--- config.mk ---
export PLATFORM = sky130hd
export DESIGN_NAME = coded_text_name_decoder_top
export DESIGN_NICKNAME = d
export VERILOG_FILES = /design/src/design/ctnd_pkg.sv /design/src/design/ctnd_front.sv /design/src/design/ctnd_queue.sv /design/src/design/ctnd_back.sv /design/src/design/coded_text_name_decoder_top.sv
export SDC_FILE = /design/constraint.sdc
export NUM_CORES = 1
export LEC_CHECK = 0
export ABC_AREA = 1
export BUFFER_PORTS_ARGS = -buffer_cell sky130_fd_sc_hd__buf_2
export CORE_MARGIN = 4
export CORE_UTILIZATION = 45
export CTS_CLUSTER_DIAMETER = 80
export CTS_CLUSTER_SIZE = 25
export DETAILED_ROUTE_END_ITERATION = 12
export SYNTH_ARGS = -nofsm -noshare
export SYNTH_HDL_FRONTEND = slang
export SYNTH_SLANG_ARGS = --single-unit
--- constraint.sdc ---
create_clock -name clk -period 12.9 [get_ports clk]
set_clock_uncertainty 0.05 [all_clocks]
set_input_delay 0 -clock clk [delete_from_list [all_inputs] [get_ports clk]]
set_output_delay 0 -clock clk [all_outputs]
set_load 0.005 [all_outputs]
--- src/design/ctnd_pkg.sv ---
// Types, constants and lookup functions of the coded-name decoder.
package ctnd_pkg;

  // Terminator codes
  localparam logic [7:0] CODE_END  = 8'hFF;
  localparam logic [7:0] CODE_STOP = 8'hF8;

  // Configuration register indexes
  localparam int          CFG_IDX_W    = 2;
  localparam logic [1:0]  REG_CAPACITY = 2'd0;
  localparam logic [1:0]  REG_SCAN     = 2'd1;
  localparam int          CFG_DATA_W   = 7;

  // Held-space counter width
  localparam int HOLD_W = 6;

  // Command queue depth (power of two)
  localparam int QUEUE_DEPTH = 2;
  localparam int QPTR_W      = $clog2(QUEUE_DEPTH);

  typedef struct packed {
    logic [7:0] raw_byte;
    logic       name_start;
  } in_word_t;

  typedef struct packed {
    logic [6:0] ascii_char;
    logic       char_valid;
    logic       name_end;
  } out_word_t;

  typedef enum logic [1:0] {
    K_NONE,
    K_CHAR,
    K_ESC
  } cmd_kind_t;

  // One classified item handed from front to back
  typedef struct packed {
    logic [HOLD_W-1:0] spaces;  // held spaces sent before the body
    cmd_kind_t         kind;
    logic [7:0]        code;    // ASCII for a char, raw code for an escape
    logic              close;   // end marker follows
  } cmd_t;

  typedef enum logic [2:0] {
    B_IDLE,
    B_SPACE,
    B_CHAR,
    B_ESC_OPEN,
    B_ESC_HI,
    B_ESC_LO,
    B_ESC_CLOSE,
    B_END
  } back_state_t;

  // Code to ASCII; zero marks a code with no character
  function automatic logic [7:0] code_map(input logic [6:0] code);
    logic [7:0] ch;
    case (code)
      7'd0:  ch = " ";
      7'd1:  ch = "e";
      7'd2:  ch = "t";
      7'd3:  ch = "a";
      7'd4:  ch = "o";
      7'd5:  ch = "i";
      7'd6:  ch = "n";
      7'd7:  ch = "s";
      7'd8:  ch = "r";
      7'd9:  ch = "h";
      7'd10: ch = "l";
      7'd11: ch = ".";
      7'd12: ch = "d";
      7'd13: ch = "u";
      7'd14: ch = "m";
      7'd15: ch = "c";
      7'd16: ch = "g";
      7'd17: ch = "y";
      7'd18: ch = "w";
      7'd19: ch = "f";
      7'd20: ch = "p";
      7'd21: ch = "b";
      7'd22: ch = "k";
      7'd24: ch = "A";
      7'd25: ch = "v";
      7'd26: ch = "I";
      7'd27: ch = "'";
      7'd28: ch = "T";
      7'd29: ch = "S";
      7'd30: ch = "M";
      7'd31: ch = ",";
      7'd32: ch = "D";
      7'd33: ch = "O";
      7'd34: ch = "W";
      7'd35: ch = "H";
      7'd36: ch = "Y";
      7'd37: ch = "E";
      7'd38: ch = "R";
      7'd41: ch = "G";
      7'd42: ch = "L";
      7'd43: ch = "C";
      7'd44: ch = "N";
      7'd45: ch = "B";
      7'd47: ch = "P";
      7'd48: ch = "-";
      7'd49: ch = "F";
      7'd50: ch = "z";
      7'd51: ch = "K";
      7'd52: ch = "j";
      7'd53: ch = "U";
      7'd54: ch = "x";
      7'd55: ch = "q";
      7'd56: ch = "0";
      7'd57: ch = "V";
      7'd58: ch = "2";
      7'd59: ch = "J";
      7'd60: ch = "#";
      7'd61: ch = "1";
      7'd62: ch = "Q";
      7'd63: ch = "Z";
      7'd65: ch = "3";
      7'd66: ch = "5";
      7'd67: ch = "&";
      7'd69: ch = "7";
      7'd70: ch = "X";
      7'd74: ch = "4";
      7'd78: ch = "6";
      7'd85: ch = "a";
      7'd87: ch = "8";
      7'd89: ch = "9";
      default: ch = 8'd0;
    endcase
    return ch;
  endfunction

  // Lower-case hex digit
  function automatic logic [6:0] hex_digit(input logic [3:0] nib);
    logic [7:0] ch;
    if (nib < 4'd10) begin
      ch = 8'("0") + {4'd0, nib};
    end else begin
      ch = 8'("a") + {4'd0, nib} - 8'd10;
    end
    return ch[6:0];
  endfunction

endpackage

--- src/design/ctnd_front.sv ---
// Front part: accepts coded bytes, tracks name counters, classifies each byte.
module ctnd_front #(
  parameter int MAX_CAPACITY = 56
) (
  input  logic                            clk,
  input  logic                            rst,
  input  logic                            in_valid,
  output logic                            in_stall,
  input  ctnd_pkg::in_word_t              in_data,
  input  logic [5:0]                      name_capacity,
  input  logic [6:0]                      scan_limit,
  input  logic                            q_full,
  output logic                            q_push,
  output ctnd_pkg::cmd_t                  q_cmd
);

  localparam int CW = $clog2(MAX_CAPACITY + 1);

  logic                        name_open, name_open_next;
  logic [6:0]                  bytes_seen, bytes_seen_next;
  logic [CW-1:0]               chars_written, chars_written_next;
  logic [ctnd_pkg::HOLD_W-1:0] held_spaces, held_spaces_next;

  logic                        accept;
  logic [CW:0]                 cap_x;
  logic                        open_base;
  logic [6:0]                  bs_base;
  logic [CW-1:0]               cw_base;
  logic [ctnd_pkg::HOLD_W-1:0] hs_base;
  logic [7:0]                  map_ch;
  logic                        limit_base;
  ctnd_pkg::cmd_t              cmd;

  // Take a byte whenever the queue has room
  assign in_stall = q_full;
  assign accept   = in_valid && !q_full;

  // Capacity saturated to the build limit
  always_comb begin
    if (int'(name_capacity) > MAX_CAPACITY) begin
      cap_x = (CW+1)'(MAX_CAPACITY);
    end else begin
      cap_x = (CW+1)'(name_capacity);
    end
  end

  // Counters as seen by this byte (a start flag clears them)
  assign open_base  = in_data.name_start || name_open;
  assign bs_base    = in_data.name_start ? 7'd0 : bytes_seen;
  assign cw_base    = in_data.name_start ? '0 : chars_written;
  assign hs_base    = in_data.name_start ? '0 : held_spaces;
  assign map_ch     = in_data.raw_byte[7] ? 8'd0 : ctnd_pkg::code_map(in_data.raw_byte[6:0]);
  assign limit_base = (bs_base >= scan_limit) ||
                      ({1'b0, cw_base} + (CW+1)'(1) >= cap_x);

  // Classify the byte and update the name counters
  always_comb begin
    name_open_next     = name_open;
    bytes_seen_next    = bytes_seen;
    chars_written_next = chars_written;
    held_spaces_next   = held_spaces;
    cmd                = '{spaces: '0, kind: ctnd_pkg::K_NONE, code: 8'd0, close: 1'b0};
    q_push             = 1'b0;
    if (accept) begin
      name_open_next     = open_base;
      bytes_seen_next    = bs_base;
      chars_written_next = cw_base;
      held_spaces_next   = hs_base;
      if (open_base) begin
        if (limit_base || in_data.raw_byte == ctnd_pkg::CODE_END ||
            in_data.raw_byte == ctnd_pkg::CODE_STOP) begin
          cmd.close        = 1'b1;
          name_open_next   = 1'b0;
          held_spaces_next = '0;
        end else begin
          if (map_ch == 8'(" ")) begin
            held_spaces_next   = hs_base + ctnd_pkg::HOLD_W'(1);
            chars_written_next = cw_base + CW'(1);
          end else if (map_ch != 8'd0) begin
            cmd.spaces         = hs_base;
            cmd.kind           = ctnd_pkg::K_CHAR;
            cmd.code           = map_ch;
            held_spaces_next   = '0;
            chars_written_next = cw_base + CW'(1);
          end else if ({1'b0, cw_base} + (CW+1)'(5) < cap_x) begin
            cmd.spaces         = hs_base;
            cmd.kind           = ctnd_pkg::K_ESC;
            cmd.code           = in_data.raw_byte;
            held_spaces_next   = '0;
            chars_written_next = cw_base + CW'(4);
          end
          bytes_seen_next = bs_base + 7'd1;
          // Limit reached after this byte: close at once
          if ((bytes_seen_next >= scan_limit) ||
              ({1'b0, chars_written_next} + (CW+1)'(1) >= cap_x)) begin
            cmd.close        = 1'b1;
            name_open_next   = 1'b0;
            held_spaces_next = '0;
          end
        end
        q_push = cmd.close || (cmd.kind != ctnd_pkg::K_NONE);
      end
    end
  end

  assign q_cmd = cmd;

  always_ff @(posedge clk) begin
    if (rst) begin
      name_open     <= 1'b0;
      bytes_seen    <= 7'd0;
      chars_written <= '0;
      held_spaces   <= '0;
    end else begin
      name_open     <= name_open_next;
      bytes_seen    <= bytes_seen_next;
      chars_written <= chars_written_next;
      held_spaces   <= held_spaces_next;
    end
  end

endmodule

--- src/design/ctnd_queue.sv ---
// Short command queue between the front and back parts.
module ctnd_queue (
  input  logic           clk,
  input  logic           rst,
  input  logic           push,
  input  ctnd_pkg::cmd_t push_cmd,
  output logic           full,
  input  logic           pop,
  output ctnd_pkg::cmd_t pop_cmd,
  output logic           empty
);

  ctnd_pkg::cmd_t                  slots [ctnd_pkg::QUEUE_DEPTH];
  logic [ctnd_pkg::QPTR_W-1:0]     wr_ptr;
  logic [ctnd_pkg::QPTR_W-1:0]     rd_ptr;
  logic [ctnd_pkg::QPTR_W:0]       count;

  assign full    = (count == (ctnd_pkg::QPTR_W+1)'(ctnd_pkg::QUEUE_DEPTH));
  assign empty   = (count == '0);
  assign pop_cmd = slots[rd_ptr];

  // Storage; push only happens when not full
  always_ff @(posedge clk) begin
    if (push) begin
      slots[wr_ptr] <= push_cmd;
    end
  end

  // Pointers and fill count
  always_ff @(posedge clk) begin
    if (rst) begin
      wr_ptr <= '0;
      rd_ptr <= '0;
      count  <= '0;
    end else begin
      if (push) begin
        wr_ptr <= wr_ptr + ctnd_pkg::QPTR_W'(1);
      end
      if (pop) begin
        rd_ptr <= rd_ptr + ctnd_pkg::QPTR_W'(1);
      end
      case ({push, pop})
        2'b10:   count <= count + (ctnd_pkg::QPTR_W+1)'(1);
        2'b01:   count <= count - (ctnd_pkg::QPTR_W+1)'(1);
        default: count <= count;
      endcase
    end
  end

endmodule

--- src/design/ctnd_back.sv ---
// Back part: expands queued commands into output words, one per cycle unless the output is stalled.
module ctnd_back (
  input  logic                clk,
  input  logic                rst,
  input  logic                q_empty,
  input  ctnd_pkg::cmd_t      q_cmd,
  output logic                q_pop,
  output logic                out_valid,
  input  logic                out_stall,
  output ctnd_pkg::out_word_t out_data
);

  ctnd_pkg::back_state_t       state, state_next;
  ctnd_pkg::cmd_t              cmd, cmd_next;
  logic [ctnd_pkg::HOLD_W-1:0] cnt, cnt_next;
  logic                        produce;
  logic                        emit;
  ctnd_pkg::out_word_t         word;

  // State that sends the body of a command (or its end marker)
  function automatic ctnd_pkg::back_state_t body_of(input ctnd_pkg::cmd_t c);
    ctnd_pkg::back_state_t s;
    case (c.kind)
      ctnd_pkg::K_CHAR: s = ctnd_pkg::B_CHAR;
      ctnd_pkg::K_ESC:  s = ctnd_pkg::B_ESC_OPEN;
      default:          s = ctnd_pkg::B_END;
    endcase
    return s;
  endfunction

  // Output register free at this edge
  assign produce = !out_valid || !out_stall;

  // Next state
  always_comb begin
    state_next = state;
    cmd_next   = cmd;
    cnt_next   = cnt;
    case (state)
      ctnd_pkg::B_IDLE: begin
        if (!q_empty) begin
          cmd_next   = q_cmd;
          cnt_next   = q_cmd.spaces;
          state_next = (q_cmd.spaces != '0) ? ctnd_pkg::B_SPACE : body_of(q_cmd);
        end
      end
      ctnd_pkg::B_SPACE: begin
        if (produce) begin
          cnt_next = cnt - ctnd_pkg::HOLD_W'(1);
          if (cnt == ctnd_pkg::HOLD_W'(1)) begin
            state_next = body_of(cmd);
          end
        end
      end
      ctnd_pkg::B_CHAR, ctnd_pkg::B_ESC_CLOSE: begin
        if (produce) begin
          state_next = cmd.close ? ctnd_pkg::B_END : ctnd_pkg::B_IDLE;
        end
      end
      ctnd_pkg::B_ESC_OPEN: begin
        if (produce) begin
          state_next = ctnd_pkg::B_ESC_HI;
        end
      end
      ctnd_pkg::B_ESC_HI: begin
        if (produce) begin
          state_next = ctnd_pkg::B_ESC_LO;
        end
      end
      ctnd_pkg::B_ESC_LO: begin
        if (produce) begin
          state_next = ctnd_pkg::B_ESC_CLOSE;
        end
      end
      ctnd_pkg::B_END: begin
        if (produce) begin
          state_next = ctnd_pkg::B_IDLE;
        end
      end
      default: state_next = ctnd_pkg::B_IDLE;
    endcase
  end

  // Outputs: pop and the word for this state
  always_comb begin
    q_pop = (state == ctnd_pkg::B_IDLE) && !q_empty;
    emit  = 1'b1;
    word  = '{ascii_char: 7'd0, char_valid: 1'b1, name_end: 1'b0};
    case (state)
      ctnd_pkg::B_SPACE:     word.ascii_char = 7'(" ");
      ctnd_pkg::B_CHAR:      word.ascii_char = cmd.code[6:0];
      ctnd_pkg::B_ESC_OPEN:  word.ascii_char = 7'("<");
      ctnd_pkg::B_ESC_HI:    word.ascii_char = ctnd_pkg::hex_digit(cmd.code[7:4]);
      ctnd_pkg::B_ESC_LO:    word.ascii_char = ctnd_pkg::hex_digit(cmd.code[3:0]);
      ctnd_pkg::B_ESC_CLOSE: word.ascii_char = 7'(">");
      ctnd_pkg::B_END: begin
        word.char_valid = 1'b0;
        word.name_end   = 1'b1;
      end
      default: begin
        emit            = 1'b0;
        word.char_valid = 1'b0;
      end
    endcase
  end

  // Sequencer registers
  always_ff @(posedge clk) begin
    if (rst) begin
      state <= ctnd_pkg::B_IDLE;
    end else begin
      state <= state_next;
    end
    cmd <= cmd_next;
    cnt <= cnt_next;
  end

  // Output register
  always_ff @(posedge clk) begin
    if (rst) begin
      out_valid <= 1'b0;
    end else if (produce) begin
      out_valid <= emit;
    end
    if (produce) begin
      out_data <= word;
    end
  end

endmodule

--- src/design/coded_text_name_decoder_top.sv ---
// Top level of the coded-name decoder: config registers, front, queue, back.
//
//   channel | direction | handshake         | word
//   in      | in        | in_valid/in_stall | in_word_t: raw_byte, name_start
//   out     | out       | out_valid/out_stall | out_word_t: ascii_char, char_valid, name_end
//   cfg     | in        | cfg_valid/cfg_ready | cfg_index, cfg_data
//
// The front classifies one byte per cycle while the two-entry command queue has room.
// The back loads a command while idle, then sends its output words one per cycle while
// the output register is free; held spaces and escapes expand into more than one word.
// Reset is synchronous; counters clear and no name is open afterwards.
// in_stall is high while the queue is full; out_stall holds the output register
// and, through the queue, eventually the input.
module coded_text_name_decoder_top #(
  parameter int MAX_CAPACITY = 56
) (
  input  logic                                clk,
  input  logic                                rst,
  input  logic                                in_valid,
  output logic                                in_stall,
  input  ctnd_pkg::in_word_t                  in_data,
  output logic                                out_valid,
  input  logic                                out_stall,
  output ctnd_pkg::out_word_t                 out_data,
  input  logic                                cfg_valid,
  output logic                                cfg_ready,
  input  logic [ctnd_pkg::CFG_IDX_W-1:0]      cfg_index,
  input  logic [ctnd_pkg::CFG_DATA_W-1:0]     cfg_data
);

  logic [5:0]     name_capacity;
  logic [6:0]     scan_limit;
  logic           q_push, q_full, q_pop, q_empty;
  ctnd_pkg::cmd_t push_cmd, pop_cmd;

  assign cfg_ready = 1'b1;

  // Configuration registers
  always_ff @(posedge clk) begin
    if (rst) begin
      name_capacity <= 6'd40;
      scan_limit    <= 7'd80;
    end else if (cfg_valid && cfg_ready) begin
      case (cfg_index)
        ctnd_pkg::REG_CAPACITY: name_capacity <= cfg_data[5:0];
        ctnd_pkg::REG_SCAN:     scan_limit    <= cfg_data[6:0];
        default:                ;
      endcase
    end
  end

  ctnd_front #(
    .MAX_CAPACITY (MAX_CAPACITY)
  ) u_front (
    .clk           (clk),
    .rst           (rst),
    .in_valid      (in_valid),
    .in_stall      (in_stall),
    .in_data       (in_data),
    .name_capacity (name_capacity),
    .scan_limit    (scan_limit),
    .q_full        (q_full),
    .q_push        (q_push),
    .q_cmd         (push_cmd)
  );

  ctnd_queue u_queue (
    .clk      (clk),
    .rst      (rst),
    .push     (q_push),
    .push_cmd (push_cmd),
    .full     (q_full),
    .pop      (q_pop),
    .pop_cmd  (pop_cmd),
    .empty    (q_empty)
  );

  ctnd_back u_back (
    .clk       (clk),
    .rst       (rst),
    .q_empty   (q_empty),
    .q_cmd     (pop_cmd),
    .q_pop     (q_pop),
    .out_valid (out_valid),
    .out_stall (out_stall),
    .out_data  (out_data)
  );

endmodule

==> results of run 1 <==
-- path summary, 6_finish.rpt --
path,endpoint,slack (ps),depth (start not counted)
min reg2reg,flop,400,1
min,name_capacity[1],30,5
max,u_queue.count[1],8430,29
max reg2reg,u_queue.count[1],8430,29
-- per-layer routing --
layer | part of all wire | GRT usage | wire (um)
met5 | 0 | 0 | 0
met4 | 0.016 | 0.0554 | 264
met3 | 0.054 | 0.0365 | 900
met2 | 0.47 | 0.313 | 7810
met1 | 0.46 | 0.255 | 7560
-- stage by stage --
step	setup slack, ps	power [mW]
2_1_floorplan	8630	0.770
3_5_place_dp	8200	0.871
4_1_cts	8500	1.15
3_3_place_gp	8160	0.869
5_1_grt	7950	1.22
6_report	8430	1.14
-- power by group through the flow --
stage / clock network (mW) / logic, mW / registers [mW]
global placement: 0 / 0.381 / 0.488
floorplan: 0 / 0.299 / 0.471
detailed placement: 0 / 0.382 / 0.489
global route: 0.292 / 0.442 / 0.491
finish: 0.270 / 0.385 / 0.481
CTS: 0.277 / 0.387 / 0.482
-- cell usage after synthesis, types with 4 or more instances --
library cell  count
ha_1             44
o211ai_1         15
xnor2_1           4
edfxtp_1         60
nand3_2           5
mux2_2           10
buf_6             4
xor2_1            9
buf_4             5
dfxtp_1          42
a21oi_1          60
inv_2             9
o21ai_0          61
nand3_1          59
nor2_2            7
nor3_1           11
nand4_1           8
clkbuf_1         11
nor2_1           93
inv_1           127
nand2_1         257
nand2_2          11
mux2i_1           8
-- flip-flops by register name (all words and copies together) (netlist names), named ones only --
| register | flops |
|---|---|
| u_back.out_data | 9 |
| u_back.state | 3 |
| scan_limit | 7 |
| u_queue.slots | 34 |
| u_back.out_valid | 1 |
| u_queue.wr_ptr | 1 |
| u_back.cnt | 6 |
| name_capacity | 6 |
| u_back.cmd | 11 |
| u_queue.rd_ptr | 1 |
| u_front.name_open | 1 |
| u_front.bytes_seen | 7 |
| u_queue.count | 2 |
| u_front.chars_written | 6 |
| u_front.held_spaces | 6 |
-- cell type report --
cell class | count | area share
clock buffers | 9 | 0.0290
well taps | 211 | 0.0340
inverters | 136 | 0.0657
flip-flops and latches | 102 | 0.340
multi-input cells | 697 | 0.480
repair buffers | 50 | 0.0422
clock inverters | 7 | 0.00901
-- kinds of logic after synthesis --
family / share of synthesized area
AND/OR/NAND/NOR: 0.276
other: 0.000533
flip-flops: 0.376
XOR/XNOR: 0.0162
AO/OA/AOI/OAI: 0.133
multiplexers: 0.0274
buffers and inverters: 0.0936
adder cells (fa/ha/maj): 0.0783
-- worst reg2reg max path: cells and delay by family, from the launching register on --
family,cells,cell delay (ps)
buf+inv,3,250
fa+ha+maj,3,700
compound gates,3,440
xor+xnor,1,160
flops,1,370
simple gates,19,2430
-- what timing repair did --
action / CTS / global route
endpoints found under the setup margin: 0 / 0
hold endpoints to repair: 14 / 0
hold buffers: 14 / 0
==> metrics.md, run 1 <==
| Metric | Value |
|---|---|
| Worst reg2reg startpoint | `u_front.chars_written[0]` |
| Area post-placement | `7340 um^2` |
| Final hold violations | `0` |
| Post-synth EDFFs | `60` |
| CP dominant cell by count | `nand2_1` |
| Setup Total Neg Slack | `0 ps` |
| Nets | `about 1,100` |
| Combinational share of power | `0.339` |
| DRC | `0` |
| Slowest cell on the critical path | `dfxtp_1` |
| Yosys warns | `0` |
| P_sw | `between 0.4 and 0.5 mW` |
| CTS root buf | `clkbuf_16` |
| Max IR drop VDD | `0.0000792 V` |
| Largest net degree at the start of global routing | `33` |
| Min Tclk post-route | `about 4500 ps` |
| H-tree levels | `3` |
| Worst Hold Class | `primary input to flop` |
| Core area | `15,300 um^2` |
| Drt first pass iters | `6` |
| Initial antenna violation count | `0` |
| Setup crit start kind | `flop` |
| Overall routing resource usage | `0.190` |
| Die Ht | `133 um` |
| Min Hold Slack | `between 30 and 40 ps` |
| Inserted Diodes | `0` |
| Required time worst endpoint | `between 10,000 and 15,000 ps` |
| Cell area after layout | `just under 8000 um^2` |
| Area grow syn2layout | `10.5%` |
| # setup viols final | `0` |
| Maximum operating frequency | `0.224 GHz` |
| WP data arrival | `about 4700 ps` |
| Layout cell share with drive strength beyond 1 | `0.103` |
| Util after Layout | `0.509` |
| TritonCTS buffer count | `9` |
| RSZ-0062 raised after global routing | `false` |
| Most common cell after layout, fill and taps aside | `nand2_1` |
| HP Start | `cfg_index[0]` |
| ANT nets after route | `0` |
| Clock tree sinks | `just over 100` |
| Fin crit share | `0.347` |
| Ys async rst share | `0` |
| Fillers | `1,495` |
| Final WL | `16,500 um` |
| Boundary pin count | `35` |
| Post-CTS Setup Repair Bufs | `0` |
| Outcome | `complete, no violations` |
| Horiz. Die Dim | `between 100 and 150 um` |
| Post_cts resized | `0` |
| Die ar. | `between 15,000 and 20,000 um^2` |
| Avg Cell Area, Syn | `between 7 and 8 um^2` |
| Sw Ratio | `0.370` |
| Cell row count | `between 40 and 50` |
| Max stage delay on crit path | `roughly 370 ps` |
| Vias | `6,189` |
| Leakage | `roughly 3.6 nW` |
| DP Wirelength | `between 10,000 and 15,000 um` |
| Top_reg_cell synth | `edfxtp_1` |
| PD cells | `around 150 nW/um^2` |
| Slew HR | `0.430` |
| Buffers & Inverters on Critical Path | `3` |
| Reg area | `around 2600 um^2` |
| Placed cell count | `1,182` |
| Global route total overflow | `0` |
| Critical Path Fanout Max | `6` |
| Worst-skew pair later-pin latency | `350 ps` |
| Yosys reg bits | `102` |
| Clock share of power | `0.237` |
| Crit Path Category | `flop to flop` |
| Cell-internal power | `around 0.7 mW` |
| Tightest Pin Transition | `approximately 850 ps` |
| Reg clk slew, reported paths | `about 70 ps` |
| Most frequent cells in the layout | `nand2_1 (257), inv_1 (127), nor2_1 (93)` |
| Initial core utilization | `0.461` |
| Placer Congestion | `approximately 0.93` |
| Mapped Cells | `960` |
| Finished Layout Cells | `between 1,000 and 1,500` |
| Sequential area share after synthesis | `0.376` |
| Area occupied by multi-input gates | `approximately 3700 um^2` |
| Synth Net Count | `around 1,000` |
| Worst setup path startpoint | `u_front.chars_written[0]` |
| Average wire per standard cell | `13.6 um` |
| Drt initial violations | `about 450` |
| Largest cells by area after synthesis | `edfxtp_1 (26%), nand2_1 (14%), dfxtp_1 (12%)` |
| Crit end category | `flop` |
| CTS max path bufs | `2` |
| First-pass GRT wire length | `roughly 28,000 um` |
| Vias in the first global route | `about 5,800` |
| Sequential power share | `0.424` |
| Fin. max-slew vios | `0` |
| Leading area contributor after synthesis | `edfxtp_1` |
| Synthesized cell area | `roughly 7000 um^2` |
| Netlist cell types | `50` |
| CTS tree | `done` |
| DR vias/cell | `a little over 5` |
| CP delay by family, top | `simple AND/OR/NAND/NOR gates` |
| Port buffer count | `33` |
| Synth top area share | `0.256` |
| Max Cap Violations | `0` |
Power figures use the tool's default switching activity.
==> run 2: changes to the inputs <==
==> constraint.sdc (replaced) <==
create_clock -name clk -period 4.6 [get_ports clk]
set_clock_uncertainty 0.05 [all_clocks]
set_input_delay 0 -clock clk [delete_from_list [all_inputs] [get_ports clk]]
set_output_delay 0 -clock clk [all_outputs]
set_load 0.005 [all_outputs]
==> run 2 against run 1 <==
Against the previous run: sequential share of layout area is 0.43 points lower; first-iteration DRC count is 17% lower; critical path depth is 2 higher; die area stayed put; clock-buffer cell count stayed put.
==> metrics.md, run 2 (synthesis gave the netlist of run 1 again) <==
| Metric | Value |
|---|---|
| CP delay by family, top | `simple AND/OR/NAND/NOR gates` |
| DRC | `0` |
| Largest register FFs | `34` |
| Metal3 WL | `between 700 and 800 um` |
| TritonCTS buffer count | `9` |
| DR vias/cell | `roughly 5.0` |
| Boundary pin count | `35` |
| Die Ht | `~130 um` |
| Worst-skew pair later-pin latency | `350 ps` |
| CTS root buf | `clkbuf_16` |
| Drt initial violations | `about 370` |
| PD cells | `between 400 and 500 nW/um^2` |
| Clock tree sinks | `just over 100` |
| Min Hold Slack | `around 64 ps` |
| Placed cell count | `1,194` |
| Cell row count | `45` |
| Critical Path Fanout Max | `6` |
| Finished Layout Cells | `1,224` |
| # setup viols final | `0` |
| Most flop-heavy register | `u_queue.slots` |
| Final WL | `around 16,000 um` |
| Area grow syn2layout | `12.1%` |
| Pre-CTS WS | `around 110 ps` |
| Global route total overflow | `0` |
| Required time worst endpoint | `around 4800 ps` |
| Fin. max-slew vios | `0` |
| Max Cap Violations | `0` |
| Crit Path Category | `flop to flop` |
| Port buffer count | `33` |
| Maximum operating frequency | `~0.24 GHz` |
| Reg area | `~2600 um^2` |
| DP Wirelength | `about 13,000 um` |
| Setup crit start kind | `flop` |
| Most frequent cells in the layout | `nand2_1 (255), inv_1 (127), nor2_1 (91)` |
| CTS tree | `done` |
| Slew HR | `0.439` |
| H-tree levels | `3` |
| Largest net degree at the start of global routing | `26` |
| Layout cell share with drive strength beyond 1 | `0.121` |
| Power Total | `between 3 and 4 mW` |
| Core area | `roughly 15,000 um^2` |
| First-pass GRT wire length | `approximately 28,000 um` |
| Reg clk slew, reported paths | `70 ps` |
| WL met1 | `just under 8000 um` |
| Tightest Pin Transition | `between 800 and 900 ps` |
| CTS max path bufs | `2` |
| Worst Hold Class | `primary input to flop` |
| Initial antenna violation count | `0` |
| ANT nets after route | `0` |
| Outcome | `complete, no violations` |
| Leakage | `~3.6 nW` |
| Final hold violations | `0` |
| Slowest cell on the critical path | `dfxtp_1` |
| Vias | `between 6,000 and 7,000` |
| WP data arrival | `approximately 4400 ps` |
| Inserted Diodes | `0` |
| Worst setup margin | `around 420 ps` |
| Min Tclk post-route | `~4200 ps` |
| Vias in the first global route | `between 5,000 and 6,000` |
| Initial core utilization | `0.461` |
| Average wire per standard cell | `approximately 13 um` |
| Setup Total Neg Slack | `0 ps` |
| Most common cell after layout, fill and taps aside | `nand2_1` |
| Area occupied by multi-input gates | `3750 um^2` |
| Overall routing resource usage | `0.190` |
| Largest registers | `u_queue.slots x34, u_back.cmd x11, u_back.out_data x9` |
| Buffers & Inverters on Critical Path | `3` |
| Horiz. Die Dim | `roughly 130 um` |
| CP dominant cell by count | `nand2_1` |
| R2R Setup Slk | `420 ps` |
| Nets | `between 1,000 and 1,500` |
| Crit end category | `flop` |
| DR top layer | `met4` |
| Die ar. | `roughly 18,000 um^2` |
| Fillers | `about 1,500` |
| Placer Congestion | `0.894` |
| Max stage delay on crit path | `between 300 and 400 ps` |
| Drt first pass iters | `5` |
| Fin crit share | `0.908` |
| Max IR drop VDD | `approximately 0.00022 V` |
| Met2 wire len | `about 7600 um` |
[run 2: changes by cell type in the layout (fill, tap and decap cells not counted), sizes merged]
cell,change
buf,+12
clkinvlp,+2
inv,-2
[run 2: cell type report]
class	instances	area share
clock buffer	9	0.0286
tap	211	0.0335
timing repair buffer	62	0.0530
sequential	102	0.336
clock inverter	7	0.00825
multi-input combinational	697	0.476
inverter	136	0.0648
[run 2: path summary, 6_finish.rpt]
check,from,endpoint,depth (start not counted)
worst max-delay path,u_front.chars_written[3],u_queue.count[1],31
worst min register to register,u_queue.rd_ptr,u_queue.rd_ptr,1
worst max register to register,u_front.chars_written[3],u_queue.count[1],31
worst min-delay path,cfg_index[0],name_capacity[2],5
[run 2: metal layers]
metal / GRT usage / vias up
met5: 0 / -
met4: 0.0497 / 0
met3: 0.0361 / 15
met2: 0.312 / 157
met1: 0.259 / 2749
li1: - / 3251
[run 2: worst register-to-register path: cells and delay by family (launching register included)]
kind / cells / cell delay [ps]
buffers and inverters: 3 / 200
AOI/OAI and AO/OA: 3 / 480
adders and majority gates: 3 / 710
xor gates and xnor gates: 2 / 310
DFF: 1 / 350
and+or+nand+nor: 20 / 2030
[run 2: report_power, final]
| group | switching (mW) | internal [mW] |
|---|---|---|
| logic | 0.683 | 0.414 |
| clock network | 0.359 | 0.379 |
| registers | 0.127 | 1.22 |
[run 2: stage by stage]
stage                util  area, um^2
floorplan               -        7030
global placement    0.487        7430
detailed placement  0.487        7430
CTS                 0.515        7860
global route        0.517        7880
finish              0.517        7880
[run 2: repair_timing]
action,in CTS,in global routing
hold buffers,14,0
endpoints found under the hold margin,14,0
setup endpoints to repair,0,19
buffers inserted,0,0
resized for setup,0,11
==> run 3: changes to the inputs <==
--- a/config.mk
+++ b/config.mk
@@ -5,13 +5,15 @@
 export SDC_FILE = /design/constraint.sdc
 export NUM_CORES = 1
 export LEC_CHECK = 0
-export ABC_AREA = 1
 export BUFFER_PORTS_ARGS = -buffer_cell sky130_fd_sc_hd__buf_2
+export CELL_PAD_IN_SITES_DETAIL_PLACEMENT = 1
+export CELL_PAD_IN_SITES_GLOBAL_PLACEMENT = 1
 export CORE_MARGIN = 4
 export CORE_UTILIZATION = 45
-export CTS_CLUSTER_DIAMETER = 80
+export CTS_CLUSTER_DIAMETER = 50
 export CTS_CLUSTER_SIZE = 25
 export DETAILED_ROUTE_END_ITERATION = 12
+export PLACE_DENSITY_LB_ADDON = 0.1
 export SYNTH_ARGS = -nofsm -noshare
 export SYNTH_HDL_FRONTEND = slang
 export SYNTH_SLANG_ARGS = --single-unit
==> run 3 against run 2 <==
Against the previous run: the flow now finishes with violations (setup timing); register-to-register slack worse by 910 ps; core utilization up 6.1 points; clock-buffer cell count did not move; sequential share of layout area shrank 4.9 points.
==> metrics.md, run 3 <==
| Metric | Value |
|---|---|
| TritonCTS buffer count | `9` |
| CTS root buf | `clkbuf_16` |
| Area post-placement | `between 8000 and 9000 um^2` |
| Slowest cell on the critical path | `a2111oi_4` |
| Boundary pin count | `35` |
| Fillers | `around 1,900` |
| Most common cell after layout, fill and taps aside | `buf_4` |
| H-tree levels | `3` |
| Largest cells by area after synthesis | `edfxtp_1 (25%), dfxtp_1 (11%), ha_1 (7.5%)` |
| Synth Net Count | `around 900` |
| Sequential area share after synthesis | `0.360` |
| Required time worst endpoint | `4830 ps` |
| CTS tree | `done` |
| Fin crit share | `1.11` |
| Max stage delay on crit path | `between 300 and 400 ps` |
| Area grow syn2layout | `25.7%` |
| Util after Layout | `0.578` |
| Leakage | `~3.8 nW` |
| Most frequent cells in the layout | `buf_4 (115), nor2_1 (85), edfxtp_1 (60)` |
| ANT nets after route | `0` |
| Cell area after layout | `about 9000 um^2` |
| DRC | `0` |
| Port buffer count | `33` |
| Clock tree sinks | `around 100` |
| Netlist cell types | `between 70 and 80` |
| HP Start | `cfg_index[1]` |
| Core area | `15,900 um^2` |
| Avg Cell Area, Syn | `between 8 and 9 um^2` |
| Drt initial violations | `330` |
| Worst reg2reg startpoint | `u_front.chars_written[0]` |
| Yosys warns | `0` |
| Max IR drop VDD | `around 0.00021 V` |
| Outcome | `complete, but fails checks` |
| Global route total overflow | `0` |
| Worst setup margin | `-487 ps` |
| DR vias/cell | `slightly below 6` |
| Horiz. Die Dim | `136 um` |
| Synth top area share | `0.246` |
| Largest registers | `u_queue.slots x34, u_back.cmd x11, u_back.out_data x9` |
| DP Wirelength | `~17,000 um` |
| Setup crit start kind | `flop` |
| WP data arrival | `between 5000 and 6000 ps` |
| Worst setup path startpoint | `u_front.chars_written[0]` |
| Area occupied by multi-input gates | `approximately 4600 um^2` |
| Slew HR | `0.223` |
| Top-count cell post-synth | `nor2_1` |
| Drt first pass iters | `5` |
| Synthesized cell area | `~7300 um^2` |
| Average wire per standard cell | `~20 um` |
| Nets | `1,021` |
| Reg area | `2650 um^2` |
| Vias | `6,797` |
| Largest register FFs | `34` |
| Layout cell share with drive strength beyond 1 | `0.261` |
| Vias in the first global route | `approximately 7,300` |
| Max Cap Violations | `0` |
| Worst-skew pair later-pin latency | `about 360 ps` |
| Largest net degree at the start of global routing | `45` |
| Yosys reg bits | `102` |
| Worst Hold Class | `primary input to flop` |
| Reg clk slew, reported paths | `80 ps` |
| CTS max path bufs | `2` |
| Die Ht | `about 140 um` |
| Maximum operating frequency | `just under 0.2 GHz` |
| Placer Congestion | `between 0.9 and 1` |
| Top cells by count, synth | `nor2_1 (87), edfxtp_1 (60), nand2_1 (57), a21oi_1 (50), o21ai_0 (45)` |
| Die ar. | `between 15,000 and 20,000 um^2` |
| Initial core utilization | `0.460` |
| Leading area contributor after synthesis | `edfxtp_1` |
| Mapped Cells | `around 830` |
| # setup viols final | `39` |
| Final WL | `23,300 um` |
| Post-synth EDFFs | `60` |
| Crit Path Category | `flop to flop` |
| Top_reg_cell synth | `edfxtp_1` |
| Critical Path Fanout Max | `6` |
| Setup Total Neg Slack | `-12,790 ps` |
| Failing checks | `setup timing` |
| Most flop-heavy register | `u_queue.slots` |
| Cell row count | `46` |
| Initial antenna violation count | `0` |
| First-pass GRT wire length | `roughly 38,000 um` |
| Tightest Pin Transition | `approximately 1200 ps` |
| Min Tclk post-route | `between 5000 and 6000 ps` |
| Overall routing resource usage | `0.256` |
| Final hold violations | `0` |
| Ys async rst share | `0` |
| RSZ-0062 raised after global routing | `true` |
| Pre-CTS WS | `-706 ps` |
| Inserted Diodes | `0` |
| Crit end category | `flop` |
| Fin. max-slew vios | `0` |
| PD cells | `340 nW/um^2` |
[run 3: cell count changes in the layout (fill, tap and decap cells not counted), sizes merged, moves of 15 or more]
cell,delta
nand2,-212
nor2b,+26
nand3,-36
nand2b,+18
inv,-93
buf,+108
nor2,-15
mux2i,+23
o21ai,-19
[run 3: worst paths after layout]
| check | depth (start not counted) | end | slack (ps) |
|---|---|---|---|
| worst max-delay path | 25 | u_queue.count[1] | -490 |
| worst min-delay path | 4 | name_capacity[2] | 80 |
| worst max register to register | 25 | u_queue.count[1] | -490 |
| worst min register to register | 2 | name_capacity[2] | 450 |
[run 3: cell type report]
| type | count | area share |
|---|---|---|
| clock buffer | 9 | 0.0244 |
| inverter | 44 | 0.0182 |
| timing repair buffer | 163 | 0.134 |
| clock inverter | 7 | 0.00787 |
| sequential | 102 | 0.287 |
| tap | 216 | 0.0293 |
| multi-input combinational | 634 | 0.499 |
[run 3: timing repair]
action | 4_1_cts | 5_1_grt
resized for setup | 19 | 23
endpoints found under the hold margin | 13 | 0
hold buffers | 7 | 0
setup endpoints to repair | 46 | 46
pin swaps | 16 | 7
buffers inserted | 7 | 4
[run 3: cells by family after synthesis]
kind of cell    share of synthesized area
compound gates                      0.184
other cells                      0.000511
mux                                0.0792
flops                               0.360
buf+inv                            0.0520
fa+ha+maj                          0.0751
xor+xnor                           0.0311
simple gates                        0.217
[run 3: power breakdown]
part           internal [mW]  switching (mW)  total [mW]
combinational          0.451           0.601        1.05
clock                  0.425           0.358       0.783
sequential              1.15           0.145        1.30
[run 3: worst max-delay path: cells and delay by family, from the launching register on]
| family | cells | cell delay [ps] |
|---|---|---|
| AO/OA/AOI/OAI | 10 | 1820 |
| AND/OR/NAND/NOR | 8 | 1110 |
| adder cells (fa/ha/maj) | 3 | 840 |
| flip-flops | 1 | 340 |
| multiplexers | 2 | 440 |
| XOR/XNOR | 2 | 380 |
[run 3: stage by stage]
step / hold slack [ps] / power [mW] / std cells
after floorplan: 67.8 / 1.94 / 831
after CTS: 73.6 / 3.12 / 1171
after global routing: 110 / 3.32 / 1175
after detailed placement: 184 / 2.31 / 1142
after global placement: 176 / 2.24 / 1142
final: 83.6 / 3.13 / 1175
[run 3: per-layer routing]
layer,GRT usage,vias to the layer above,part of all wire
met4,0.0817,0,0.019
met3,0.0279,28,0.028
met1,0.335,3361,0.45
met2,0.445,124,0.50
met5,0,-,0
li1,-,3284,-
